--- config.mk ---
export PLATFORM = sky130hd
export DESIGN_NAME = ptb_ctrl
export DESIGN_NICKNAME = d
export VERILOG_FILES = /design/src/rtl/polled_delay_timer_bank_assert.svh /design/src/rtl/ptb_pkg.sv /design/src/rtl/ptb_ctrl.sv
export SDC_FILE = /design/constraint.sdc
export NUM_CORES = 1
export LEC_CHECK = 0
export BUFFER_PORTS_ARGS = -buffer_cell sky130_fd_sc_hd__buf_4
export CAP_MARGIN = 20
export CORE_AREA = 2 2 39 41
export CTS_BUF_LIST = sky130_fd_sc_hd__clkbuf_8
export DETAILED_ROUTE_END_ITERATION = 8
export DIE_AREA = 0 0 41 43
export PLACE_DENSITY = 0.64
export SETUP_SLACK_MARGIN = 0.2
export SLEW_MARGIN = 20
export SYNTH_ARGS = -nofsm -noshare
export SYNTH_HDL_FRONTEND = slang
export SYNTH_SLANG_ARGS = --single-unit
--- constraint.sdc ---
create_clock -name clk -period 1.45 [get_ports clk]
set_input_delay 0.145 -clock clk [delete_from_list [all_inputs] [get_ports clk]]
set_output_delay 0.145 -clock clk [all_outputs]
set_load 0.01 [all_outputs]
--- src/rtl/polled_delay_timer_bank_assert.svh ---
// Assertion macros for the polled delay timer bank.
// Uses clk and rst_n from the including scope; no other dependencies.
`ifndef POLLED_DELAY_TIMER_BANK_ASSERT_SVH
`define POLLED_DELAY_TIMER_BANK_ASSERT_SVH

// same-cycle implication
`define PTB_ASSERT_NOW(lbl, ante, cons, msg) \
  lbl: assert property (@(posedge clk) disable iff (!rst_n) (ante) |-> (cons)) \
    else $error(msg);

// next-cycle implication
`define PTB_ASSERT_NEXT(lbl, ante, cons, msg) \
  lbl: assert property (@(posedge clk) disable iff (!rst_n) (ante) |=> (cons)) \
    else $error(msg);

`endif

--- src/rtl/ptb_pkg.sv ---
// Package for the polled delay timer bank: sizes, codes and shared types.
// No dependencies.
`default_nettype none

package ptb_pkg;

  localparam int NUM_TIMERS  = 256;
  localparam int COUNT_WIDTH = 32;
  localparam int IDX_W       = $clog2(NUM_TIMERS);
  localparam int ID_W        = 8;
  localparam int CYCLE_W     = 32;

  localparam logic ACT_POLL   = 1'b0;
  localparam logic ACT_CANCEL = 1'b1;

  typedef enum logic [1:0] {
    ST_CLEAR,
    ST_IDLE,
    ST_EXEC
  } ptb_state_t;

  typedef struct packed {
    logic                   armed;
    logic [COUNT_WIDTH-1:0] count;
  } ptb_entry_t;

  typedef struct packed {
    logic             rd_en;
    logic [IDX_W-1:0] rd_addr;
    logic             wr_en;
    logic [IDX_W-1:0] wr_addr;
    ptb_entry_t       wr_data;
  } ptb_mem_req_t;

  typedef struct packed {
    logic             in_ready;
    logic             accept;
    logic             exec;
    logic             commit;
    logic             clear_wr;
    logic [IDX_W-1:0] clear_addr;
  } ptb_ctl_t;

endpackage

`default_nettype wire

--- src/rtl/ptb_ctrl.sv ---
// Sequencer: post-reset clearing sweep, then read / modify-write per transfer.
// Depends on ptb_pkg.
`default_nettype none

module ptb_ctrl (
  input  wire logic         clk,
  input  wire logic         rst_n,
  input  wire logic         in_valid,
  input  wire logic         out_free,
  output ptb_pkg::ptb_ctl_t ctl
);

  ptb_pkg::ptb_state_t state_r, state_nxt;
  logic [ptb_pkg::IDX_W-1:0] clr_idx_r, clr_idx_nxt;
  logic clr_last;

  assign clr_last = (clr_idx_r == ptb_pkg::IDX_W'(ptb_pkg::NUM_TIMERS - 1));

  always_comb begin
    state_nxt = state_r;
    case (state_r)
      ptb_pkg::ST_CLEAR: begin
        if (clr_last) state_nxt = ptb_pkg::ST_IDLE;
      end
      ptb_pkg::ST_IDLE: begin
        if (in_valid) state_nxt = ptb_pkg::ST_EXEC;
      end
      ptb_pkg::ST_EXEC: begin
        if (out_free) state_nxt = ptb_pkg::ST_IDLE;
      end
      default: state_nxt = ptb_pkg::ST_CLEAR;
    endcase
  end

  always_comb begin
    ctl            = '0;
    ctl.clear_addr = clr_idx_r;
    case (state_r)
      ptb_pkg::ST_CLEAR: begin
        ctl.clear_wr = 1'b1;
      end
      ptb_pkg::ST_IDLE: begin
        ctl.in_ready = 1'b1;
        ctl.accept   = in_valid;
      end
      ptb_pkg::ST_EXEC: begin
        ctl.exec   = 1'b1;
        ctl.commit = out_free;
      end
      default: ctl = '0;
    endcase
  end

  assign clr_idx_nxt = (state_r == ptb_pkg::ST_CLEAR) ?
                       clr_idx_r + ptb_pkg::IDX_W'(1) : clr_idx_r;

  always_ff @(posedge clk) begin
    if (!rst_n) begin
      state_r   <= ptb_pkg::ST_CLEAR;
      clr_idx_r <= '0;
    end else begin
      state_r   <= state_nxt;
      clr_idx_r <= clr_idx_nxt;
    end
  end

endmodule

`default_nettype wire

==> Yosys cells after proc, flatten, opt, wreduce, memory -nomap -nowiden <==
Cells that the tools add are included.
{ "op_classes": {"n_addsub": 1, "mul": 0, "div": 0, "order_cmp": 0, "n_eq_ne": 6, "shifts": 0, "muxes": 8, "bitwise": 0, "reduce_logical": 3} }
{ "op_table": {"columns": ["operator", "n"], "rows": [
  ["2-to-1 mux 2 bit", 5],
  ["adder 8 x 1 -> 8 bit, second input constant", 1],
  ["== test 8 bit, second input constant", 1],
  ["2-to-1 mux 8 bit", 1],
  ["inequality test 2 bit, second input constant", 3],
  ["one-hot mux 2 bit (3 select lines)", 1],
  ["AND reduction 3 bit", 1],
  ["OR reduction 3 bit", 1],
  ["== test 2 x 1 -> 1 bit, second input constant", 1],
  ["== test 2 bit, second input constant", 1],
  ["zero test 2 bit", 1],
  ["2-to-1 mux 1 bit", 1]
]} }
{ "totals": {"reg_bits": 10, "latchBits": 0, "ram_bits": 0, "mem_bits_ro": 0, "input_bits": 4, "out_inout_bits": 13, "n_memories": 0} }

==> Depth between registers and ports, before layout <==
{ "logic_depth": {"depth_word": 3, "depth_mapped": 5} }

==> Least setup slack after synthesis <==
No wires, ideal clock.
{ "synth_path": {"path_kind": "register to register", "from": "register state_r[1]", "to": "register clr_idx_r[6] (netlist bit)", "arrival_ns": 1.327, "t_required_ns": 1.378, "slack_ns": 0.051, "stages_incl_launch_ff": 5, "cell_sequence": "dfxtp_1 -> or2_4 -> buf_6 -> or4_1 -> a21oi_1"} }
{ "synth_between": {"elab_chain_len": 1} }
{ "synth_rtl": {"columns": ["element", "line", "source"], "rows": [
  ["start: declaration", "ptb_ctrl.sv:13", "ptb_pkg::ptb_state_t state_r, state_nxt;"],
  ["start signal: assignment", "ptb_ctrl.sv:59", "state_r <= ptb_pkg::ST_CLEAR;"],
  ["start signal: assignment", "ptb_ctrl.sv:62", "state_r <= state_nxt;"],
  ["zero test 2 bit", "ptb_ctrl.sv:54", "assign clr_idx_nxt = (state_r == ptb_pkg::ST_CLEAR) ?"],
  ["end signal: assignment", "ptb_ctrl.sv:63", "clr_idx_r <= clr_idx_nxt;"],
  ["end: declaration", "ptb_ctrl.sv:14", "logic [ptb_pkg::IDX_W-1:0] clr_idx_r, clr_idx_nxt;"]
]} }
No other way between the ends.
A chain may end at the register's enable or synchronous reset.

==> Worst setup path in the final report <==
{ "layout_path": {"from": "register clr_idx_r[5] (netlist bit)", "to": "register clr_idx_r[7] (netlist bit)"} }
{ "layout_between": {"elab_chain_len": 1} }
{ "layout_rtl": {"columns": ["element", "line", "source"], "rows": [
  ["adder 8 x 1 -> 8 bit", "ptb_ctrl.sv:55", "clr_idx_r + ptb_pkg::IDX_W'(1) : clr_idx_r;"]
]} }
No other way between the ends.

==> metrics.md <==
| Metric | Value |
|---|---|
| N_diodes | 0 |
| Count of pins over their slew limit | 0 |
| Clock Skew | 0.00523 ns |
| Initial Util | 0.389 |
| Post-placement cell count | 96 |
| Die W | 41 µm |
| Max-Cap Viols | 0 |
| Vias per cell | 5.26 |
| Slew @ Worst Pin | 0.307 ns |
| P&R area growth vs syn | 51.2% |
| Worst EP arrival | 1.50 ns |
| Top FF cell, synth | dfxtp_1 |
| Num rows | 14 |
| Fraction of layout cells with a size suffix above 1 | 0.494 |
| # DRC | 0 |
| Final hold vios | 0 |
| Most frequent cell after synthesis | dfxtp_1 |
| Die Y | 43 µm |
| Layout Cells excl Fill | 105 |
| CTS Buf Count | 3 |
| Post-route cell area | 813 µm² |
| Placed inst area | 669 µm² |
| Met3 WL post-DR | 64 µm |
| Routability cong. | 0.792 |
| Worst slack at placement | 0.111 ns |
| Top cells by area, synth | dfxtp_1 (37%), and2_1 (10%), a21oi_1 (8.4%) |
| Full die area | 0.00176 mm² |
| Total negative slack | 0 ns |
| CP Max Fanout | 5 |
| Total wire length | 1.33 mm |
| Initial DRC Count | 11 |
| Crit end category | flip-flop |
| Total number of yosys warnings | 0 |
| RSZ-0062 raised after global routing | true |
| Wire per inst | 12.7 µm |
| Flops & latches, synth | 10 |
| Post-Syn Area | 538 µm² |
| Yosys top cell area share | 0.372 |
| Clk_lat worst skew | 0.23 ns |
| I/O pins | 17 |
| H-tree depth | 1 |
| HPWL after DPL | 808 µm |
| Register area share after synthesis | 0.372 |
| DR top layer | met4 |
| Worst hold path type | in -> reg |
| CP startpoint kind | flip-flop |
| Global route total overflow | 0 |
| Avg Cell Area, Syn | 8.28 µm² |
| Total number of vias | 552 |
| Worst R2R Path Depth | 3 |
| Leak pwr | 0.324 nW |
| Syn Inst Count | 65 |
| Clock Tree Root | clkbuf_8 |
| Post-synth cell types | 21 |
| Max-slew headroom | 0.794 |
| Setup CP Type | reg -> reg |
| Worst VDD drop | 0.000647 V |
| Nets | 96 |
| Leading cell types by count after synthesis | dfxtp_1 (10), a21oi_1 (9), and2_1 (9) |
| Clock sinks | 10 |
| Syn nets | 70 |
| Final setup viols | 0 |
| Critical Path RT | 1.62 ns |
| Global-route wire length before repair | 1.95 mm |
| Core area | 0.00138 mm² |
| P per Cell Area | 759 mW/mm² |
| Post-synth ARST share | 0 |
| Clock transition at path regs | 0.05 ns |
| Remaining antenna violation count | 0 |
| Initial antenna violation count | 0 |
| Vias in the first global route | 448 |
| Tcrit/Tclk final | 0.921 |
| Filler cells | 127 |
| Wire length on met2 | 679 µm |
| Hold slack | 0.140 ns |
| All-Layer GR Usage | 0.168 |
| Cell taking the most area after synthesis | dfxtp_1 |
| EDFF count, synth | 0 |
| TritonCTS clock tree | built |
| Largest net degree at the start of global routing | 10 |
| Min cycle time layout | 1.34 ns |
| DRT met1 WL | 567 µm |
| FF+latch area | 215 µm² |
| Fmax | 0.749 GHz |
| PortBufs | 16 |
| Multi-input gate area | 349 µm² |
| Hold depth | 2 |
| CTS max path bufs | 2 |
| Setup slack after layout | 0.114 ns |
| TritonRoute pass-1 iters | 4 |
| Outcome | complete, no violations |
## per-stage QoR
stage          total power [W]  utilization
2_1_floorplan         0.000320            -
3_3_place_gp          0.000342        0.484
3_5_place_dp          0.000343        0.484
4_1_cts               0.000625        0.536
5_1_grt               0.000646        0.588
6_report              0.000617        0.588
## placed cells by master, fill, tap and decap left out, types with 2 or more instances in the layout
cell type	instances
and2b_2	2
clkbuf_8	3
a21oi_2	3
o31ai_1	4
nand2_1	5
nor3b_1	2
dfxtp_4	3
dfxtp_2	3
and2_4	2
a21oi_1	6
or4_1	2
buf_4	17
nand3_1	2
buf_6	4
nor2_1	2
and2_1	7
inv_1	3
or4_4	2
o21ai_0	2
dfxtp_1	4
xnor2_1	2
## logic make-up after synthesis
kind of cell,synth area share
compound gates,0.172
buf+inv,0.0488
fa+ha+maj,0.0233
flops,0.372
xor+xnor,0.0326
simple gates,0.351
## path summary, 6_finish.rpt
path,start,endpoint,slack (ns)
min reg2reg,clr_idx_r[1],clr_idx_r[1],0.48
max,clr_idx_r[5],clr_idx_r[7],0.11
max reg2reg,clr_idx_r[5],clr_idx_r[7],0.11
min,rst_n,state_r[1],0.14
## critical path, cell delays in order (launching register included)
cell     delay [ns]
dfxtp_1        0.38
nand4_1        0.19
or4_4          0.55
a21oi_2        0.14
## where the power goes
part / internal [W] / switching, W / total, W
sequential: 0.000280 / 0.00000975 / 0.000290
clock: 0.000181 / 0.0000989 / 0.000280
combinational: 0.0000260 / 0.0000217 / 0.0000478
total: 0.000487 / 0.000130 / 0.000617
## area by class of cell
| class | instances | area share |
|---|---|---|
| Multi-Input combinational cell | 51 | 0.429 |
| Sequential cell | 10 | 0.265 |
| Timing Repair Buffer | 21 | 0.212 |
| Clock buffer | 3 | 0.0508 |
| Tap cell | 16 | 0.0246 |
| Inverter | 4 | 0.0185 |
## flip-flops by register name, summed over array words and instances (netlist names)
name	flops
clr_idx_r	8
state_r	2
## repair_timing
| action | in CTS | in global routing |
|---|---|---|
| gates cloned | 1 | 0 |
| hold buffers | 0 | 0 |
| setup endpoints to repair | 8 | 16 |
| buffers inserted | 2 | 3 |
| pin swaps | 1 | 8 |
| resized for setup | 4 | 16 |
## metal layers
layer | up-vias | track usage
met1 | 258 | 0.206
met2 | 13 | 0.238
met4 | 0 | 0.0600
li1 | 279 | -
met3 | 2 | 0.0942
met5 | - | 0
Note: power is estimated with default switching activity, not from simulation.
